--- config.mk ---
export PLATFORM = sky130hd
export DESIGN_NAME = mmio_instruction_completion_alu_unit
export DESIGN_NICKNAME = d
export VERILOG_FILES = /design/src/rtl/core/mica_pkg.sv /design/src/rtl/core/mmio_instruction_completion_alu_unit.sv /design/src/rtl/core/mica_alu.sv
export SDC_FILE = /design/constraint.sdc
export NUM_CORES = 2
export LEC_CHECK = 0
export BUFFER_PORTS_ARGS = -buffer_cell sky130_fd_sc_hd__buf_2
export CAP_MARGIN = 20
export CORE_MARGIN = 5
export CORE_UTILIZATION = 36
export DETAILED_ROUTE_END_ITERATION = 10
export GPL_TIMING_DRIVEN = 0
export PLACE_DENSITY = 0.64
export SYNTH_ARGS = -nofsm -noshare
export SYNTH_HDL_FRONTEND = slang
export SYNTH_HIERARCHICAL = 1
export SYNTH_SLANG_ARGS = --single-unit
export TNS_END_PERCENT = 1
--- constraint.sdc ---
create_clock -name aclk -period 7.9 [get_ports aclk]
set_clock_uncertainty 0.05 [all_clocks]
set_input_delay 1.185 -clock aclk [delete_from_list [all_inputs] [get_ports aclk]]
set_output_delay 1.185 -clock aclk [all_outputs]
set_load 0.005 [all_outputs]
--- src/rtl/core/mica_pkg.sv ---
// ----------------------------------------------------------------------------
// mica_pkg
// shared types, codes and helpers for the mmio instruction completion alu
// ----------------------------------------------------------------------------
package mica_pkg;

    localparam int NUM_REGS = 16;
    localparam int IDX_W    = 5;
    localparam int PHYS_W   = 4;

    localparam logic [IDX_W-1:0] FLAG_SLOT = 5'h10;

    // function codes
    localparam logic [3:0] FN_LOAD  = 4'd0;
    localparam logic [3:0] FN_MOV   = 4'd1;
    localparam logic [3:0] FN_MOVZX = 4'd2;
    localparam logic [3:0] FN_MOVSX = 4'd3;
    localparam logic [3:0] FN_AND   = 4'd4;
    localparam logic [3:0] FN_OR    = 4'd5;
    localparam logic [3:0] FN_XOR   = 4'd6;
    localparam logic [3:0] FN_CMP   = 4'd7;
    localparam logic [3:0] FN_TEST  = 4'd8;
    localparam logic [3:0] FN_BT    = 4'd9;
    localparam logic [3:0] FN_MOVS  = 4'd10;
    localparam logic [3:0] FN_STOS  = 4'd11;
    localparam logic [3:0] FN_READ  = 4'd12;

    // source kinds
    localparam logic [1:0] SK_REG = 2'd0;
    localparam logic [1:0] SK_IMM = 2'd1;
    localparam logic [1:0] SK_MEM = 2'd2;
    localparam logic [1:0] SK_BAD = 2'd3;

    // size codes
    localparam logic [1:0] SZ_BYTE = 2'd0;
    localparam logic [1:0] SZ_WORD = 2'd1;
    localparam logic [1:0] SZ_LONG = 2'd2;
    localparam logic [1:0] SZ_QUAD = 2'd3;

    // flag bit positions
    localparam int FL_CF = 0;
    localparam int FL_PF = 1;
    localparam int FL_AF = 2;
    localparam int FL_ZF = 3;
    localparam int FL_SF = 4;
    localparam int FL_OF = 5;

    localparam logic [PHYS_W-1:0] REG_CNT = 4'd1;
    localparam logic [PHYS_W-1:0] REG_SRC = 4'd6;
    localparam logic [PHYS_W-1:0] REG_DST = 4'd7;

    typedef logic [NUM_REGS-1:0][63:0] gp_file_t;

    typedef struct packed {
        logic [63:0]       result_value;
        logic [IDX_W-1:0]  result_index;
        logic              wrote;
        logic [5:0]        flags;
        logic              error;
        logic              gp_we;
        logic [PHYS_W-1:0] gp_idx;
        logic [63:0]       gp_val;
        logic              str_we;
        logic              src_we;
        logic              cnt_we;
        logic [63:0]       src_val;
        logic [63:0]       dst_val;
        logic [63:0]       cnt_val;
        logic              flags_we;
    } alu_res_t;

    function automatic logic [63:0] size_mask(input logic [1:0] code);
        logic [63:0] m;
        case (code)
            SZ_BYTE: m = 64'h0000_0000_0000_00FF;
            SZ_WORD: m = 64'h0000_0000_0000_FFFF;
            SZ_LONG: m = 64'h0000_0000_FFFF_FFFF;
            default: m = 64'hFFFF_FFFF_FFFF_FFFF;
        endcase
        return m;
    endfunction

    function automatic logic size_msb(input logic [1:0] code, input logic [63:0] v);
        logic b;
        case (code)
            SZ_BYTE: b = v[7];
            SZ_WORD: b = v[15];
            SZ_LONG: b = v[31];
            default: b = v[63];
        endcase
        return b;
    endfunction

endpackage

--- src/rtl/core/mmio_instruction_completion_alu_unit.sv ---
// ----------------------------------------------------------------------------
// mmio_instruction_completion_alu_unit
// register and flag write-back for an x86 instruction completed by a device
// ----------------------------------------------------------------------------
//  channel  | dir | bus                          | contents
//  s_axis   | in  | s_tvalid/s_tready/s_tdata    | one instruction completion item
//  m_axis   | out | m_tvalid/m_tready/m_tdata    | one result per item
//
//  each item is decoded, executed and written into the register file in the
//  cycle it is accepted; its result sits in the output register from the next cycle
//  sustained rate is one item per cycle while m_tready is high, set by the single
//  alu pass feeding the register file and output register
//  the input is taken whenever the output register is empty or being drained
//  aresetn (synchronous, active low) clears the registers, flags and m_tvalid
// ----------------------------------------------------------------------------
module mmio_instruction_completion_alu_unit
    import mica_pkg::*;
(
    input  logic         aclk,
    input  logic         aresetn,
    // s_tdata from bit 0: func[4], src_kind[2], src_size[2], dst_size[2],
    // reg_index[5], mem_data[64], imm_value[64], dir_down[1], repeat_req[1],
    // rep_count[32], elem_size[2], zero fill[5]
    input  logic         s_tvalid,
    output logic         s_tready,
    input  logic [183:0] s_tdata,
    // m_tdata from bit 0: result_value[64], result_index[5], wrote[1],
    // flags_out[6], error[1], zero fill[3]
    output logic         m_tvalid,
    input  logic         m_tready,
    output logic [79:0]  m_tdata
);

    gp_file_t    regs_reg;
    logic [5:0]  flags_reg;
    logic        m_tvalid_reg;
    logic [79:0] m_tdata_reg;
    logic [79:0] m_tdata_next;
    alu_res_t    res;
    logic        s_xfer;

    // accept while the output register is free or draining this cycle
    assign s_tready = !m_tvalid_reg || m_tready;
    assign s_xfer   = s_tvalid && s_tready;

    mica_alu u_alu (
        .func       (s_tdata[3:0]),
        .src_kind   (s_tdata[5:4]),
        .src_size   (s_tdata[7:6]),
        .dst_size   (s_tdata[9:8]),
        .reg_index  (s_tdata[14:10]),
        .mem_data   (s_tdata[78:15]),
        .imm_value  (s_tdata[142:79]),
        .dir_down   (s_tdata[143]),
        .repeat_req (s_tdata[144]),
        .rep_count  (s_tdata[176:145]),
        .elem_size  (s_tdata[178:177]),
        .regs       (regs_reg),
        .flags      (flags_reg),
        .res        (res)
    );

    assign m_tdata_next = {3'd0, res.error, res.flags, res.wrote,
                           res.result_index, res.result_value};

    // architectural state update on each accepted transfer
    always_ff @(posedge aclk) begin
        if (!aresetn) begin
            regs_reg  <= '0;
            flags_reg <= '0;
        end else if (s_xfer) begin
            if (res.flags_we) begin
                flags_reg <= res.flags;
            end
            if (res.gp_we) begin
                regs_reg[res.gp_idx] <= res.gp_val;
            end
            if (res.str_we) begin
                regs_reg[REG_DST] <= res.dst_val;
                if (res.src_we) begin
                    regs_reg[REG_SRC] <= res.src_val;
                end
                if (res.cnt_we) begin
                    regs_reg[REG_CNT] <= res.cnt_val;
                end
            end
        end
    end

    // output register
    always_ff @(posedge aclk) begin
        if (!aresetn) begin
            m_tvalid_reg <= 1'b0;
        end else if (s_xfer) begin
            m_tvalid_reg <= 1'b1;
        end else if (m_tready) begin
            m_tvalid_reg <= 1'b0;
        end
    end

    always_ff @(posedge aclk) begin
        if (s_xfer) begin
            m_tdata_reg <= m_tdata_next;
        end
    end

    assign m_tvalid = m_tvalid_reg;
    assign m_tdata  = m_tdata_reg;

`ifndef NO_ASSERTIONS
    // a rejected item reports no write and no register
    a_err_no_write: assert property (@(posedge aclk) disable iff (!aresetn)
        m_tvalid && m_tdata[76] |-> !m_tdata[69] && m_tdata[68:0] == 69'd0)
        else $error("error result carries write information");

    // a result held back must not be overwritten by a new transfer
    a_hold: assert property (@(posedge aclk) disable iff (!aresetn)
        m_tvalid && !m_tready |-> !s_tready)
        else $error("input taken while result stalled");

    // flags only change on an accepted transfer
    a_flags_quiet: assert property (@(posedge aclk) disable iff (!aresetn)
        !s_xfer |=> $stable(flags_reg))
        else $error("flags changed without a transfer");

    // reset leaves the output channel empty
    a_reset_empty: assert property (@(posedge aclk)
        !aresetn |=> !m_tvalid)
        else $error("output valid after reset");
`endif

endmodule

--- src/rtl/core/mica_alu.sv ---
// ----------------------------------------------------------------------------
// mica_alu
// operand decode, alu, flag logic and register write selection for one item
// ----------------------------------------------------------------------------
module mica_alu
    import mica_pkg::*;
(
    input  logic [3:0]  func,
    input  logic [1:0]  src_kind,
    input  logic [1:0]  src_size,
    input  logic [1:0]  dst_size,
    input  logic [4:0]  reg_index,
    input  logic [63:0] mem_data,
    input  logic [63:0] imm_value,
    input  logic        dir_down,
    input  logic        repeat_req,
    input  logic [31:0] rep_count,
    input  logic [1:0]  elem_size,
    input  gp_file_t    regs,
    input  logic [5:0]  flags,
    output alu_res_t    res
);

    logic [1:0]        lsz;
    logic              loc_ok;
    logic [PHYS_W-1:0] phys;
    logic              hi_byte;
    logic [63:0]       rd_full;
    logic [63:0]       rd_sized;
    logic [63:0]       src_v;
    logic [63:0]       ext_v;
    logic [63:0]       put_val;
    logic [1:0]        put_sz;
    logic [63:0]       put_res;
    logic [63:0]       logic_res;
    logic [63:0]       cmp_a;
    logic [63:0]       cmp_b;
    logic [63:0]       cmp_res;
    logic [63:0]       szp_in;
    logic [5:0]        szp;
    logic [63:0]       delta;
    logic [5:0]        bt_off;
    logic              idx_reg;

    // operand locate, byte indices 4..7 name bits 15:8 of registers 0..3
    always_comb begin
        lsz = (func == FN_MOVZX || func == FN_MOVSX) ? dst_size : src_size;
        hi_byte = 1'b0;
        phys = reg_index[PHYS_W-1:0];
        if (lsz == SZ_BYTE) begin
            loc_ok = (reg_index < 5'd8);
            hi_byte = reg_index[2];
            phys = {2'b00, reg_index[1:0]};
        end else begin
            loc_ok = (reg_index < 5'(NUM_REGS));
        end
    end

    assign idx_reg  = (reg_index < 5'(NUM_REGS));
    assign rd_full  = regs[phys];
    assign rd_sized = (hi_byte ? (rd_full >> 8) : rd_full) & size_mask(src_size);
    assign src_v    = (src_kind == SK_IMM) ? imm_value : rd_sized;

    // zero or sign extension for movzx / movsx
    always_comb begin
        ext_v = mem_data & size_mask(src_size);
        if (func == FN_MOVSX && size_msb(src_size, ext_v)) begin
            ext_v = ext_v | ~size_mask(src_size);
        end
    end

    always_comb begin
        case (func)
            FN_OR:   logic_res = mem_data | src_v;
            FN_XOR:  logic_res = mem_data ^ src_v;
            default: logic_res = mem_data & src_v;
        endcase
    end

    // cmp order swaps for a memory source
    assign cmp_a   = (src_kind == SK_MEM) ? src_v : mem_data;
    assign cmp_b   = (src_kind == SK_MEM) ? mem_data : src_v;
    assign cmp_res = cmp_a - cmp_b;

    assign szp_in = (func == FN_CMP) ? cmp_res : logic_res;

    always_comb begin
        szp = '0;
        szp[FL_ZF] = ((szp_in & size_mask(src_size)) == 64'd0);
        szp[FL_SF] = size_msb(src_size, szp_in);
        szp[FL_PF] = ~^szp_in[7:0];
    end

    // register merge at the write size
    always_comb begin
        put_sz  = (func == FN_MOVZX || func == FN_MOVSX) ? dst_size : src_size;
        case (func)
            FN_MOV:              put_val = mem_data;
            FN_MOVZX, FN_MOVSX:  put_val = ext_v;
            default:             put_val = logic_res;
        endcase
        case (put_sz)
            SZ_BYTE: begin
                if (hi_byte) begin
                    put_res = {rd_full[63:16], put_val[7:0], rd_full[7:0]};
                end else begin
                    put_res = {rd_full[63:8], put_val[7:0]};
                end
            end
            SZ_WORD: put_res = {rd_full[63:16], put_val[15:0]};
            SZ_LONG: put_res = {32'd0, put_val[31:0]};
            default: put_res = put_val;
        endcase
    end

    assign delta  = {32'd0, rep_count} << elem_size;
    assign bt_off = rd_sized[5:0] & 6'((8 << src_size) - 1);

    always_comb begin
        res = '0;
        res.flags = flags;
        case (func)
            FN_LOAD, FN_READ: begin
                if (reg_index == FLAG_SLOT) begin
                    if (func == FN_LOAD) begin
                        res.flags    = mem_data[5:0];
                        res.flags_we = 1'b1;
                        res.wrote    = 1'b1;
                    end
                    res.result_value = {58'd0, res.flags};
                    res.result_index = FLAG_SLOT;
                end else if (idx_reg) begin
                    if (func == FN_LOAD) begin
                        res.gp_we        = 1'b1;
                        res.gp_idx       = reg_index[PHYS_W-1:0];
                        res.gp_val       = mem_data;
                        res.wrote        = 1'b1;
                        res.result_value = mem_data;
                    end else begin
                        res.result_value = regs[reg_index[PHYS_W-1:0]];
                    end
                    res.result_index = reg_index;
                end else begin
                    res.error = 1'b1;
                end
            end
            FN_MOV, FN_MOVZX, FN_MOVSX: begin
                if (!loc_ok || (func != FN_MOV && src_size == SZ_QUAD)) begin
                    res.error = 1'b1;
                end else begin
                    res.gp_we        = 1'b1;
                    res.gp_idx       = phys;
                    res.gp_val       = put_res;
                    res.wrote        = 1'b1;
                    res.result_value = put_res;
                    res.result_index = {1'b0, phys};
                end
            end
            FN_AND, FN_OR, FN_XOR, FN_CMP, FN_TEST: begin
                if (src_kind == SK_BAD || (src_kind != SK_IMM && !loc_ok)) begin
                    res.error = 1'b1;
                end else if (func == FN_CMP) begin
                    res.flags_we = 1'b1;
                    res.flags = szp;
                    res.flags[FL_CF] = (cmp_b & size_mask(src_size)) >
                                       (cmp_a & size_mask(src_size));
                    res.flags[FL_OF] = size_msb(src_size,
                                                (cmp_a ^ cmp_b) & (cmp_a ^ cmp_res));
                    res.flags[FL_AF] = cmp_a[4] ^ cmp_b[4] ^ cmp_res[4];
                end else begin
                    res.flags_we = 1'b1;
                    res.flags = szp;
                    res.flags[FL_AF] = flags[FL_AF];
                    if (src_kind == SK_MEM && func != FN_TEST) begin
                        res.gp_we        = 1'b1;
                        res.gp_idx       = phys;
                        res.gp_val       = put_res;
                        res.wrote        = 1'b1;
                        res.result_value = put_res;
                        res.result_index = {1'b0, phys};
                    end
                end
            end
            FN_BT: begin
                if (!loc_ok) begin
                    res.error = 1'b1;
                end else begin
                    res.flags_we = 1'b1;
                    res.flags[FL_CF] = mem_data[bt_off];
                end
            end
            FN_MOVS, FN_STOS: begin
                res.str_we  = 1'b1;
                res.src_we  = (func == FN_MOVS);
                res.cnt_we  = repeat_req;
                res.src_val = dir_down ? regs[REG_SRC] - delta : regs[REG_SRC] + delta;
                res.dst_val = dir_down ? regs[REG_DST] - delta : regs[REG_DST] + delta;
                res.cnt_val = regs[REG_CNT] - {32'd0, rep_count};
                res.wrote   = 1'b1;
                res.result_value = res.dst_val;
                res.result_index = {1'b0, REG_DST};
            end
            default: begin
                res.error = 1'b1;
            end
        endcase
    end

endmodule
==> results.cfg <==
[worst_setup_path]
endpoint_kind = flop
crit_required_ns = 8.61
worstPathArrival_ns = 9.14
crit_path_max_fanout = 10
worst_path_max_delay_cell = a31oi_1
cp_common_cell = nand2_1
worst_setup_path_start_kind = input pin
slowest_delay_ns = 0.71
path_class = input pin to flop

[sta]
min_period_ns = 8.43
setup_viol = 13
slew_headroom_pct = 6.73
hold_viol = 0
worst_pin_slew_ns = 1.40
hold_ws_ns = 0.417
rsz0062_at_grt = yes
fmax_mhz = 119
worst_slack_ns = -0.530
post-route-period-util_pct = 107
slew_viol_final = 0

[cells_and_area]
stdcell_area_mm2 = 0.0876
fin_nets = 10100
largest_register_ffs = 1024
drive_gt1_share_pct = 16.8
fillers = 20600
syn2layout_area_growth_pct = 17.9

[synthesis]
postSynthAreaPerCell_um2 = 8.24
synthFlopType = dfxtp_1
yosys.area.top_type = dfxtp_1
synth_edf_count = 77
syn-cell-area_mm2 = 0.0743
synth_cells = 9021
synth_top_area_share_pct = 27.8
synth_cell_type_count = 104
synth_area_leaders = dfxtp_1 28%, mux4_2 8.8%, o21ai_0 8.0%, ha_1 6.9%, nand3_1 6.0%
synth-seq-cells = 1108
ys.warnings.count = 6
seq_area_frac_synth_pct = 30.9
async_flop_share_pct = 0

[clock_tree]
cts_hold_buffers = 0
path_clk_slew_ns = 0.06
cts_buffers = 131
cts.htree.levels = 4
cts_sinks = 1108
cts_tree = done
clk_latency_ns = 0.82
clock_path_buffers = 3
clk_root_buffer_cell = clkbuf_16

[floorplan]
core_mm2 = 0.205
chipWidth_um = 464
die_y_um = 464
start_util_pct = 36.3
fp-row-count = 166
num_io_pins = 270
dieArea_mm2 = 0.216

[power]
p_sw_share_pct = 33.0
power.share.combinational_pct = 22.0
p_int_mw = 10.3
power_mw = 15.4
p_clk_share_pct = 40.9
p_sw_mw = 5.08
vdd_drop_max_mv = 0.222
p_seq_share_pct = 37.1
power.density_mw_per_mm2 = 176
p_leak_nw = 34.1

[drt]
first_pass_iters = 9
drt_iter0_markers = 11800
routedWlPerCell_um = 35.4
postRouteAntennaNets = 0
num_vias = 81500
drt-total-wl_um = 438000
drc = 0
viasPerCell = 6.60

[min_path]
hold_class = flop to flop

[outcome]
violations = negative setup slack
outcome = finished, violations left

[grt]
grt_pass1_wl_um = 594000
grt_usage_pct = 38.5
antenna_found_initial = 38
overflow = 0
grt_max_degree = 61
grt_pass1_vias = 76200

[run]
drv_cap = 0

[place]
place_ws_ns = -5.81
placed_cell_area_mm2 = 0.0798
gp_congestion = 1.08
dp_hpwl_um = 355000
port_buffers = 255
==> layout by cell type, fill, tap and decap left out, types with 201 or more instances in the layout <==
cell      synthesis  final
o21ai_0        1189   1150
dfxtp_1        1031   1031
nand3_1         893    892
nand2_1         795    781
nor2_1          640    629
clkbuf_1        513    482
a21oi_1         490    436
ha_1            412    399
buf_2           168    395
mux4_2          291    291
inv_1           249    247
a21o_1          202    201
==> power groups by stage <==
| stage | sequential [mW] | clock, mW | combinational (mW) |
|---|---|---|---|
| floorplan | 5.83 | 0 | 1.75 |
| CTS | 5.72 | 6.31 | 3.23 |
| finish | 5.72 | 6.30 | 3.39 |
| global placement | 5.84 | 0 | 2.98 |
| detailed placement | 5.84 | 0 | 3.02 |
| global route | 5.72 | 6.54 | 3.49 |
==> what timing repair did <==
item | 4_1_cts | 5_1_grt
setup endpoints to repair | 912 | 36
gates resized for setup | 625 | 36
pin swaps | 39 | 6
buffers inserted | 73 | 2
==> per-stage QoR <==
step | utilization (%) | std cells | TNS (ns)
floorplan | - | 9023 | 0
global placement | 38.5 | 12000 | -2566.12
detailed placement | 38.9 | 12000 | -1791.63
CTS | 42.6 | 12300 | -0.0592
global route | 42.7 | 12300 | -1.96
finish | 42.7 | 12400 | -1.34
==> area by class of cell <==
| type | count | area [um2] | area share [%] |
|---|---|---|---|
| tap | 2688 | 3360 | 3.84 |
| antenna | 24 | 60.1 | 0.0686 |
| multi-input combinational | 6864 | 49000 | 55.9 |
| buffer | 793 | 4030 | 4.60 |
| inverter | 250 | 945 | 1.08 |
| clock inverter | 41 | 604 | 0.690 |
| clock buffer | 191 | 3810 | 4.35 |
| timing repair buffer | 395 | 2870 | 3.28 |
| sequential | 1108 | 23000 | 26.2 |
==> worst max-delay path: cells and delay by family <==
kind | cells | cell delay [ns]
muxes | 1 | 0.09
buffers and inverters | 7 | 2.11
xor gates and xnor gates | 1 | 0.12
AOI/OAI and AO/OA | 10 | 2.67
and+or+nand+nor | 11 | 2.41
adders and majority gates | 1 | 0.47
==> logic make-up (layout without fill, tap and decap cells) <==
kind of cell             count (synthesis)  after routing  share of synthesized area (%)
AO/OA/AOI/OAI                         2885           2885                           24.6
XOR/XNOR                               211            211                           2.49
adder cells (fa/ha/maj)                416            416                           7.04
buffers and inverters                 1051           1670                           5.68
flip-flops                            1108           1108                           30.9
multiplexers                           466            466                           11.2
other                                    1             27                        0.00505
AND/OR/NAND/NOR                       2883           2883                           18.0
==> synthesized netlist by cell type (76+ instances only) <==
cell type,count
a211oi_1,93
a21o_1,202
a21oi_1,490
buf_1,103
buf_2,168
clkbuf_1,513
dfxtp_1,1031
edfxtp_1,77
ha_1,412
inv_1,249
mux2i_1,154
mux4_2,291
nand2_1,795
nand3_1,893
nor2_1,640
nor3_1,92
o21a_1,181
o21ai_0,1189
o221a_2,113
o221ai_1,79
o22ai_1,76
xnor2_1,136
==> per-layer routing <==
layer	part of all wire, %	vias up	global-route usage (%)
li1	-	34400	-
met1	38	40200	48.1
met3	12	1376	10.7
met4	8.7	8	26.9
met2	42	5613	57.5
met5	0.0096	-	0.0223
==> final timing paths <==
| kind | cells after the start | slack, ns | start | endpoint |
|---|---|---|---|---|
| worst min register to register | 2 | 0.42 | regs_reg[936]$_SDFFE_PN0P_ | regs_reg[936]$_SDFFE_PN0P_ |
| worst max register to register | 27 | 0.33 | regs_reg[448]$_SDFFE_PN0P_ | flags_reg[3]$_SDFFE_PN0P_ |
| worst max-delay path | 31 | -0.53 | s_tdata[12] | flags_reg[3]$_SDFFE_PN0P_ |
| worst min-delay path | 2 | 0.42 | regs_reg[936]$_SDFFE_PN0P_ | regs_reg[936]$_SDFFE_PN0P_ |
(Power assumes the default switching activity.)
